===== config.mk =====
export PLATFORM = sky130hd
export DESIGN_NAME = pcds_ram
export DESIGN_NICKNAME = d
export VERILOG_FILES = /design/src/pcds_ram.sv
export SDC_FILE = /design/constraint.sdc
export NUM_CORES = 1
export LEC_CHECK = 0
export ABC_AREA = 1
export BUFFER_PORTS_ARGS = -buffer_cell sky130_fd_sc_hd__buf_2
export CAP_MARGIN = 5
export CELL_PAD_IN_SITES_DETAIL_PLACEMENT = 1
export CELL_PAD_IN_SITES_GLOBAL_PLACEMENT = 1
export CORE_MARGIN = 10
export CORE_UTILIZATION = 45
export CTS_CLUSTER_SIZE = 12
export DETAILED_ROUTE_END_ITERATION = 16
export PLACE_DENSITY_LB_ADDON = 0.1
export SLEW_MARGIN = 10
export SYNTH_ARGS = -nofsm -noshare
export SYNTH_HDL_FRONTEND = slang
export SYNTH_SLANG_ARGS = --single-unit

===== constraint.sdc =====
create_clock -name clk -period 1.11 [get_ports clk]
set_input_delay 0.0555 -clock clk [delete_from_list [all_inputs] [get_ports clk]]
set_output_delay 0.0555 -clock clk [all_outputs]
set_load 0.005 [all_outputs]

===== src/pcds_ram.sv =====
// Generic single-write, single-read synchronous RAM with registered read data.
`default_nettype none
module pcds_ram #(
  parameter int WIDTH = 8,
  parameter int DEPTH = 16
) (
  input  wire logic                     clk,
  input  wire logic                     we,
  input  wire logic [$clog2(DEPTH)-1:0] waddr,
  input  wire logic [WIDTH-1:0]         wdata,
  input  wire logic                     re,
  input  wire logic [$clog2(DEPTH)-1:0] raddr,
  output logic      [WIDTH-1:0]         rdata
);

  logic [WIDTH-1:0] mem [DEPTH];

  always_ff @(posedge clk) begin
    if (we) begin
      mem[waddr] <= wdata;
    end
    if (re) begin
      rdata <= mem[raddr];
    end
  end

endmodule
`default_nettype wire


Word level (Yosys, flattened, before mapping)
Memory sizes are Yosys's and may differ from the RTL's. A register that Yosys moved wholly into a read port is not among the register bits.
Cells that the tools add are included.
Operators by class
  reduce and logical (&&, ||, !) cells: 0
  multiply operators: 0
  add/subtract/negate cells: 0
  shift operators: 0
  order comparisons: 0
  bitwise operators: 0
  div/mod/pow operators: 0
  equal/unequal tests: 0
  muxes and demuxes: 2
Operators by type and width (number)
  2-to-1 mux 1 bit: 2
Storage, ports and cells
  output and inout bits: 8
  memories kept: 1
  input port bits: 19
  latch bits: 0
  logic and storage cells: 3
  bits in registers: 0
  RAM bits: 128
  bits in read-only memories: 0
Memories
  mem: words 16, width 8, rd ports 1, clocked after Yosys merged registers in 1, wr ports 1, line 16  | logic [WIDTH-1:0] mem [DEPTH];

Longest topological paths before layout
  word-level depth: 2
  depth in mapped cells: 8
  gate-level depth less buffers: 7

Worst setup path before layout
Ideal clock, no wire load.
  kind: input-to-reg
  from: input waddr[3]
  to: memory mem[4][0] (enable)
  cell stages on the path: 2
  arrival: 636 ps
  path slack: 104 ps
  library setup time: 370 ps
  required time: 740 ps
  buffers on the path: 0
  cells stage by stage: nand3b_1 > nor2_1
RTL lines
  start, declared: line 9  | input wire logic [$clog2(DEPTH)-1:0] waddr,
  end, declared: line 16
Straight into the memory's write port.

Worst setup path in the final report
  from: register rdata[5], read port of mem
  to: output rdata[5]
RTL lines
  start, declared: line 13  | output logic [WIDTH-1:0] rdata
No word-level cell between the ends.

==> flow_summary.yaml <==
routing:
  routed_wire_length_per_instance_um: 20.18
  detail-route-antenna-nets: 0
  routed_wl_um: 15920
  drcViolationCount: 0
  initialDrtViolationCount: 276
  drt_pre_antenna_iters: 5
  route.vias.total: 3986
  vias_per_cell: 5.052
yosys:
  synth_nets: 570
  synthTopCellsByCount: "173 x nand2_1, 136 x edfxtp_1, 100 x inv_1"
  share_of_the_yosys_chip_area_belonging_to_registers_pct: 69.85
  avg_inst_size_synth_um2: 10.61
  netlist-cell-type-count: 11
  synth.top_cell.area_share_pct: 69.85
  biggest_area_consumer_among_synthesized_cells: "edfxtp_1"
  synth.area.top_cells: "edfxtp_1 70%, nand2_1 11%, nand3_1 8.3%"
  yosys.cell_count.top_type: "nand2_1"
  asyncSetResetFlopFracSynth_pct: 0
  synth-main-ff-cell: "edfxtp_1"
  synth_seq_cells: 136
  syn-cell-area_mm2: 0.005847
  ys.warnings.count: 0
  syn_inst: 551
  synth-edff-count: 136
clock_network:
  cts_tree: "yes"
  cts_buffers: 17
  cts.path.max_buffers: 2
  clk-insertion-delay-late_ns: 0.43
  cts_max_level: 4
  postCtsSetupRepairBufs: 0
  clock-root-buffer: "clkbuf_16"
  clock-sinks: 136
  clkSlewWorstSetupHoldPaths_ns: 0.06
critical_path:
  arrival_ns: 1.05
  worstPathMaxFanout: 1
  cp.required_ns: 1.05
  critical_path.slowest_cell: "edfxtp_1"
  criticalPathCategory: "reg -> out"
  worstSetupStartpointType: "register"
  critical_path.endpoint_type: "output port"
  critPathTopFamily: "flip-flops"
  reg2reg_slack_ns: 0.02
  critical_path_buf_inv_count: 1
  crit-reg2reg-launch: "mem[13][6]$_DFFE_PP_"
  cp_slowest_stage_delay_ns: 0.46
  worst-r2r-cell-count: 6
  r2r_path_end: "rdata[6]$_DFFE_PP_"
  crit_path_cell_trace: "buf_2"
hold_path:
  min_path_type: "in -> reg"
  min_delay_worst_endpoint: "mem[7][2]$_DFFE_PP_"
  worst_hold_startpoint: "wdata[2]"
  hold_depth: 1
sta:
  max_slew.worst_pin.slew_ns: 0.4386
  fin_crit_sh_pct: 99.93
  final.setup.worst_slack_ns: 0.0008159
  fmax_mhz: 901.6
  final_period_minus_worst_setup_slack_ns: 1.109
  final_max_slew_viol_count: 0
  worst_clock_skew_ns: 0.01128
  timing_hold_violations_final: 0
  slew_headroom_pct: 70.73
  finalSetupViolCount: 0
  unrepaired_setup_endpoints_after_global_routing: "yes"
global_routing:
  grt_util_all_layers_pct: 18.20
  first_global_vias: 4208
  grt_overflow_total: 0
  grt_max_degree: 44
  initial_antenna_violation_count: 0
  grt_first_pass_wirelength_um: 24180
final_layout:
  fin_area_mm2: 0.007247
  finalNetCount: 623
  layout-drive-gt1-share_pct: 25.12
  num_antenna_cells: 0
  area_growth_from_synthesis_to_layout_pct: 23.95
placed_design:
  port_buffers: 26
  hpwlAfterDp_um: 10120
  place_worst_setup_slack_ns: -0.2619
  globalplace.congestion: 0.8296
  postPlaceCellArea_mm2: 0.006321
floorplanning:
  design.die.area_mm2: 0.01795
  starting_density_of_the_core_pct: 46.14
  design.portCount: 27
  height_of_the_die_um: 134.0
  rows: 41
  core_area_mm2: 0.01267
  die_extent_in_x_um: 134.0
flow_run:
  cap_viol_max_count: 0
power:
  max-vdd-ir-drop_uv: 1169
  standby_leakage_power_uw: 0.003130
  fin_total_pwr_uw: 12230
  cellPowerDensity_mw_per_mm2: 1687
run_status:
  status: "completed"
==> power by group <==
part | internal, µW | total [µW] | switching (µW)
Sequential | 5790 | 5830 | 43.7
Combinational | 286 | 895 | 610
Clock | 3460 | 5500 | 2040
Total | 9540 | 12200 | 2690
==> logic make-up (layout without fill, tap and decap cells) <==
| group | count (synthesis) | after routing | synth area share [%] |
|---|---|---|---|
| and+or+nand+nor | 289 | 289 | 20.76 |
| DFF | 136 | 136 | 69.85 |
| buffers and inverters | 126 | 192 | 9.394 |
==> routing by layer <==
| metal | routed length (µm) | global-route usage [%] | part of all wire (%) |
|---|---|---|---|
| met3 | 793 | 5.265 | 5.0 |
| met2 | 7997 | 29.82 | 50 |
| met1 | 6832 | 22.37 | 43 |
| met5 | 0 | 0 | 0 |
| met4 | 299 | 6.651 | 1.9 |
==> worst max-delay path by stage <==
stage,start,to,slack (ns),cells past startpoint
2_1_floorplan,waddr[3],mem[4][0]$_DFFE_PP_,0.10,2
5_1_grt,mem[12][6]$_DFFE_PP_,rdata[6]$_DFFE_PP_,-0.06,6
4_1_cts,mem[5][0]$_DFFE_PP_,rdata[0]$_DFFE_PP_,-0.002,6
6_report,rdata[5]$_DFFE_PP_,rdata[5],0.0008,1
3_5_place_dp,raddr[0],rdata[3]$_DFFE_PP_,-0.26,7
3_3_place_gp,raddr[0],rdata[3]$_DFFE_PP_,-0.24,7
==> through the flow <==
step / instances / utilization [%] / setup TNS, ns / hold WS, ns
3_5_place_dp: 756 / 49.89 / -1.648 / 0.4404
4_1_cts: 789 / 54.88 / -0.001893 / 0.04871
5_1_grt: 789 / 57.19 / -0.2615 / 0.06572
6_report: 789 / 57.19 / 0 / 0.04913
2_1_floorplan: 551 / - / 0 / 0.1544
3_3_place_gp: 756 / 49.89 / -1.446 / 0.4352
==> sequential cells by signal (all words and copies together), names as in the netlist <==
| name | cells |
|---|---|
| mem | 128 |
| rdata | 8 |
==> timing repair <==
item                       CTS  global route
gates resized for setup     11            62
pin swaps                    0            24
cloned                       0             0
hold buffers                 1             0
hold endpoints to repair     8             0
setup endpoints to repair    5            10
==> placed cells by master (no fill, tap or decap) <==
cell and count:
clkinv_2 6, clkinv_1 4, inv_2 3, inv_1 99, nand3_1 36, nand2_1 165
bufinv_16 3, edfxtp_1 136, buf_12 5, nor2_1 17, clkbuf_1 2, nand3b_1 2
nand3_4 3, buf_2 26, clkbuf_16 17, dlygate4sd3_1 1, buf_4 26, nand3_2 58
nand2_2 8
==> area by class of cell <==
type,count,area (µm²)
Fill cell,1376,5424
Sequential cell,136,4084
Multi-Input combinational cell,289,1562
Timing Repair Buffer,58,435.4
Clock buffer,19,432.9
Inverter,102,382.9
Tap cell,172,215.2
Clock inverter,13,135.1
(Power assumes the default switching activity.)
