File: src/pcds_pkg.sv
// Shared types, sizes and codes of the point cloud corner-average downsampler.
`default_nettype none
package pcds_pkg;

  localparam int MAX_WIDTH = 1024;
  localparam int MAX_HEIGHT = 1024;
  localparam int MAX_BLOCKS_PER_ROW = 512;

  localparam int DIM_W = $clog2(MAX_WIDTH) + 1;
  localparam int POS_W = $clog2(MAX_WIDTH);
  localparam int BLK_W = $clog2(MAX_BLOCKS_PER_ROW);
  localparam int NBLK_W = BLK_W + 1;
  localparam int STR_W = 5;
  localparam int PH_W = 4;
  localparam int COORD_W = 32;
  localparam int SUM_W = COORD_W + 2;
  localparam int CHAN_W = 8;
  localparam int CFIELD_W = CHAN_W + 2;
  localparam int CSUM_W = 3 * CFIELD_W;
  localparam int CNT_W = $clog2(DIM_W);
  localparam int CFG_IDX_W = 2;
  localparam int CFG_DATA_W = DIM_W;

  localparam logic [DIM_W-1:0] MIN_DIM = DIM_W'(2);
  localparam logic [DIM_W-1:0] MAX_W_DIM = DIM_W'(MAX_WIDTH);
  localparam logic [DIM_W-1:0] MAX_H_DIM = DIM_W'(MAX_HEIGHT);
  localparam logic [STR_W-1:0] MIN_STRIDE = STR_W'(2);
  localparam logic [STR_W-1:0] MAX_STRIDE = STR_W'(16);

  localparam logic [DIM_W-1:0] RESET_WIDTH = DIM_W'(640);
  localparam logic [DIM_W-1:0] RESET_HEIGHT = DIM_W'(480);
  localparam logic [STR_W-1:0] RESET_STRIDE = STR_W'(4);

  localparam logic [CFG_IDX_W-1:0] CFG_FRAME_WIDTH = 2'd0;
  localparam logic [CFG_IDX_W-1:0] CFG_FRAME_HEIGHT = 2'd1;
  localparam logic [CFG_IDX_W-1:0] CFG_STRIDE_X = 2'd2;
  localparam logic [CFG_IDX_W-1:0] CFG_STRIDE_Y = 2'd3;

  typedef enum logic [1:0] {
    ST_LOAD,
    ST_RUN,
    ST_DONE,
    ST_IDLE
  } geom_state_t;

  typedef struct packed {
    logic signed [SUM_W-1:0] sum_x;
    logic signed [SUM_W-1:0] sum_y;
    logic signed [SUM_W-1:0] sum_z;
    logic [CSUM_W-1:0] csum;
    logic [2:0] ok;
  } entry_t;

  localparam int ENTRY_W = $bits(entry_t);

  typedef struct packed {
    logic signed [COORD_W-1:0] x_avg;
    logic signed [COORD_W-1:0] y_avg;
    logic signed [COORD_W-1:0] z_avg;
    logic [2:0] ok;
    logic [CHAN_W-1:0] chan0_avg;
    logic [CHAN_W-1:0] chan1_avg;
    logic [CHAN_W-1:0] chan2_avg;
    logic frame_last;
  } result_t;

endpackage
`default_nettype wire

File: src/pcds_div.sv
// Iterative shift-subtract divider of size or position by stride, one bit per cycle on step.
`default_nettype none
module pcds_div (
  input  wire logic                         clk,
  input  wire logic                         load,
  input  wire logic                         step,
  input  wire logic [pcds_pkg::DIM_W-1:0]   dividend,
  input  wire logic [pcds_pkg::STR_W-1:0]   divisor,
  output logic      [pcds_pkg::DIM_W-1:0]   quot,
  output logic      [pcds_pkg::PH_W-1:0]    rem
);

  logic [pcds_pkg::DIM_W-1:0] q_r, q_nxt;
  logic [pcds_pkg::PH_W-1:0]  rem_r, rem_nxt;
  logic [pcds_pkg::STR_W-1:0] d_r;
  logic [pcds_pkg::PH_W:0]    trial;
  logic [pcds_pkg::PH_W:0]    diff;
  logic                       ge;

  always_comb begin
    trial = {rem_r, q_r[pcds_pkg::DIM_W-1]};
    ge = (trial >= d_r);
    diff = trial - d_r;
    rem_nxt = ge ? diff[pcds_pkg::PH_W-1:0] : trial[pcds_pkg::PH_W-1:0];
    q_nxt = {q_r[pcds_pkg::DIM_W-2:0], ge};
  end

  always_ff @(posedge clk) begin
    if (load) begin
      q_r <= dividend;
      rem_r <= '0;
      d_r <= divisor;
    end else if (step) begin
      q_r <= q_nxt;
      rem_r <= rem_nxt;
    end
  end

  assign quot = q_r;
  assign rem = rem_r;

endmodule
`default_nettype wire
File: config.mk
export PLATFORM = sky130hd
export DESIGN_NAME = pcds_div
export DESIGN_NICKNAME = d
export VERILOG_FILES = /design/src/pcds_pkg.sv /design/src/pcds_div.sv
export SDC_FILE = /design/constraint.sdc
export NUM_CORES = 1
export LEC_CHECK = 0
export ABC_AREA = 1
export BUFFER_PORTS_ARGS = -buffer_cell sky130_fd_sc_hd__buf_2
export CORE_MARGIN = 3
export CORE_UTILIZATION = 45
export DETAILED_ROUTE_END_ITERATION = 8
export PLACE_DENSITY = 0.81
export SKIP_LAST_GASP = 1
export SLEW_MARGIN = 20
export SYNTH_ARGS = -nofsm -noshare
export SYNTH_HDL_FRONTEND = slang
export SYNTH_SLANG_ARGS = --single-unit
export TNS_END_PERCENT = 30
File: constraint.sdc
create_clock -name clk -period 1.8 [get_ports clk]
set_input_delay 0.09 -clock clk [delete_from_list [all_inputs] [get_ports clk]]
set_output_delay 0.09 -clock clk [all_outputs]
set_load 0.02 [all_outputs]
# [After elaboration in Yosys (flattened, before gate mapping)]
# Cells that the tools add are included.
[totals] regBits=20 elab_cells=9 mem_count=0 rom_bits=0 in_bits=19 ramBits=0 output_inout_bits=15 latch_bits=0
[op_classes] n_mux=3 div=0 mul=0 n_eq_ne=0 bitwise=0 n_shift=0 n_addsub=1 n_reduce_logical=1 n_lt_le_gt_ge=1
[ops] operator="11-bit two-way mux" n=2
[ops] operator="5-bit >= comparator" n=1
[ops] operator="4-bit two-way mux" n=1
[ops] operator="4-bit subtractor" n=1
[ops] operator="2-bit nonzero test" n=1

# [Depth between registers and ports, before layout]
[logic_depth] ltp_word=3 mapped_depth=11 mapped_depth_nobuf=11

# [Worst setup path before layout]
# No wires, ideal clock.
[synth_timing] kind="reg2reg" from="register rem_r (netlist bit rem[1])" to="register q_r (netlist bit quot[0]), data pin" period_less_slack_ns=1.539 arrival_ns=1.287 setup_slack_ns=0.261 setup_ns=0.252 required_ns=1.548 stages_incl_launch_ff=8 path_cell_list="dfxtp_1 ha_1 nand2_2 nand2_2 a21oi_4 nand3_2 nand2_1 nand2_1"
[synth_between] elab_chain_len=3
[synth_rtl] item="from (decl)" line_no="pcds_div.sv:14" text="logic [pcds_pkg::PH_W-1:0] rem_r, rem_nxt;"
[synth_rtl] item="from (signal assigned)" line_no="pcds_div.sv:35" text="rem_r <= rem_nxt;"
[synth_rtl] item="5-bit >= comparator" line_no="pcds_div.sv:22" text="ge = (trial >= d_r);"
[synth_rtl] item="11-bit two-way mux" line_no="pcds_div.sv:33" text="end else if (step) begin"
[synth_rtl] item="11-bit two-way mux" line_no="pcds_div.sv:29" text="if (load) begin"
[synth_rtl] item="to (signal assigned)" line_no="pcds_div.sv:30" text="q_r <= dividend;"
[synth_rtl] item="to (signal assigned)" line_no="pcds_div.sv:34" text="q_r <= q_nxt;"
[synth_rtl] item="to (decl)" line_no="pcds_div.sv:13" text="logic [pcds_pkg::DIM_W-1:0] q_r, q_nxt;"
# No other way between the ends. The select of a mux whose other input is x is not followed.
# A chain may end at the register's enable or synchronous reset.

# [Worst setup path in the final report]
# Ends and elaborated chain as after synthesis.

==> flow_summary.ini <==
[global_route]
gr-total-overflow = 0
grt_pass1_vias = 851
grt_usage = 0.171
grt_pass1_wl_um = 3720
grt_antenna_before_repair = 0
grt_max_degree = 19

[synth]
yosysSeqAreaShare = 0.524
synthFlopType = edfxtp_1
synth_top_area_frac = 0.449
syn-num-nets = 144
yosysTopAreaCell = edfxtp_1
avgSynthCellArea_um2 = 8.99
netlist_instances = 119
synth_edf_count = 16
synthDistinctLibCells = 18
ys_async_sr_fraction = 0
yosysWarnings = 0
synthTopCellsByCount = nand2_1 (55), edfxtp_1 (16), inv_1 (12), ha_1 (5), inv_2 (5)
syn_area_mm2 = 0.00107
synthTopCellsByArea = edfxtp_1 (45%), nand2_1 (19%), dfxtp_1 (7.5%), ha_1 (5.8%), inv_1 (4.2%)
yosysMostFrequentCell = nand2_1
synth_seq_cells = 20

[clock_tree]
clockBufferDepth = 2
clock_latency_ps = 290
cts.sinks = 20
cts_root_buf = clkbuf_4
post_cts_buffers = 0
cts_tree = built
path_clk_slew_ps = 110
numCtsBuffers = 3
h-tree-depth = 1

[placement]
post-dp-hpwl_um = 1710
place_congestion = 0.889
place_inst = 179
dp_slack_ps = 242
portBuffers = 33
placed_area_mm2 = 0.00127

[setup_path]
startpoint_type = flop
required_ps = 1860
cp-end-kind = flop
critPathMaxFanout = 5
crit_type = reg -> reg
critical_path_arrival_ps = 1620

[die]
core_mm2 = 0.00223
die_h_um = 54.8
fp.dieW_um = 54.8
ios = 34
dieArea_mm2 = 0.00300
rows = 17
start_util = 0.479

[sta]
min_period_over_period = 0.866
fmax_mhz = 641
worst_pin_slew_ps = 442
hold_viol = 0
relSlewSlack = 0.705
finalSetupTns_ps = 0
setup_viol = 0
rsz0062_at_grt = no
finalWorstSetupSlack_ps = 240
fin_skew_ps = 2.52
holdWs_ps = 55.9
fin_crit_ps = 1560
slew_viol_final = 0

[layout]
diodes = 0
fin_nets = 186
final_cell_count_no_fill = 188
stdcell_area_mm2 = 0.00135
fin_util = 0.606
area_delta_synth_final_pct = 26.5
drive_gt1_frac = 0.319

[power]
power_leakage_nw = 0.718
peakVddDrop_mv = 0.538
finalPower_mw = 1.20
powerDensity_mw_per_mm2 = 884

[routing]
dr_total_vias = 885
avgViaCountPerCell = 4.71
wire_per_inst_um = 11.3
dr.pass1.iters = 4
ant_nets = 0
drc = 0
drt_iter0_markers = 11
wirelength_um = 2130

[outcome]
status = finished, final reports clean

[min_path]
min_path_type = in -> reg

[run]
cap_viol_max_count = 0
==> report_power, final <==
part / total, mW / internal, mW / switching [mW]
Clock: 0.256 / 0.123 / 0.133
Combinational: 0.353 / 0.132 / 0.221
Sequential: 0.588 / 0.556 / 0.0319
Total: 1.20 / 0.812 / 0.385
==> layout make-up <==
type / instances / area (um2)
tap: 28 / 35.0
sequential: 20 / 561
timing repair buffer: 39 / 223
clock buffer: 4 / 36.3
fill: 212 / 880
inverter: 17 / 63.8
multi-input combinational: 80 / 435
==> critical path, cell delays in order, from the launching register on <==
cell and delay (ps):
dfxtp_1 360, ha_1 370, nand2_2 80, nand2_2 70, a21oi_4 180, nand3_2 140, nand2_1 80, nand2_1 50
==> flip-flops by register name, summed over array words and instances, names as in the netlist <==
register  cells
rem           4
d_r           5
quot         11
==> cell usage in the layout, fill, tap and decap left out <==
master / synthesis / final
nor2_2: 1 / 1
edfxtp_1: 16 / 16
nand3b_1: 1 / 1
dlygate4sd3_1: 0 / 5
fa_1: 1 / 1
nand4_1: 4 / 4
buf_4: 0 / 1
nand2_1: 55 / 55
ha_1: 5 / 5
xor2_1: 1 / 1
buf_2: 2 / 33
a21oi_4: 1 / 1
nor2_1: 1 / 1
clkbuf_8: 0 / 1
nand2_2: 3 / 3
nand3_1: 4 / 4
dfxtp_1: 4 / 4
clkbuf_4: 0 / 3
inv_2: 5 / 5
nand3_2: 2 / 2
nor2_8: 1 / 1
inv_1: 12 / 12
==> what timing repair did <==
action                     4_1_cts  5_1_grt
hold buffers                     5        0
gates resized for setup          0        0
setup endpoints to repair        0        0
hold endpoints to repair         5        0
==> metal layers <==
layer  GRT usage  part of all wire
met4      0.0539            0.0033
met2       0.291              0.48
met1       0.222              0.47
met3      0.0218             0.046
met5           0                 0
==> cell families after synthesis <==
group,count (synthesis),synth area share
compound gates,1,0.0152
xor+xnor,1,0.00819
flops,20,0.524
fa+ha+maj,6,0.0772
simple gates,72,0.306
buf+inv,19,0.0690
==> worst paths after layout <==
kind                from       to  slack (ps)  depth (start not counted)
min reg2reg       rem[3]   rem[3]         500                          2
max               rem[1]  quot[0]         240                          7
max reg2reg       rem[1]  quot[0]         240                          7
min          dividend[5]  quot[5]          60                          3
No activity file was read; power rests on OpenSTA's default activity.
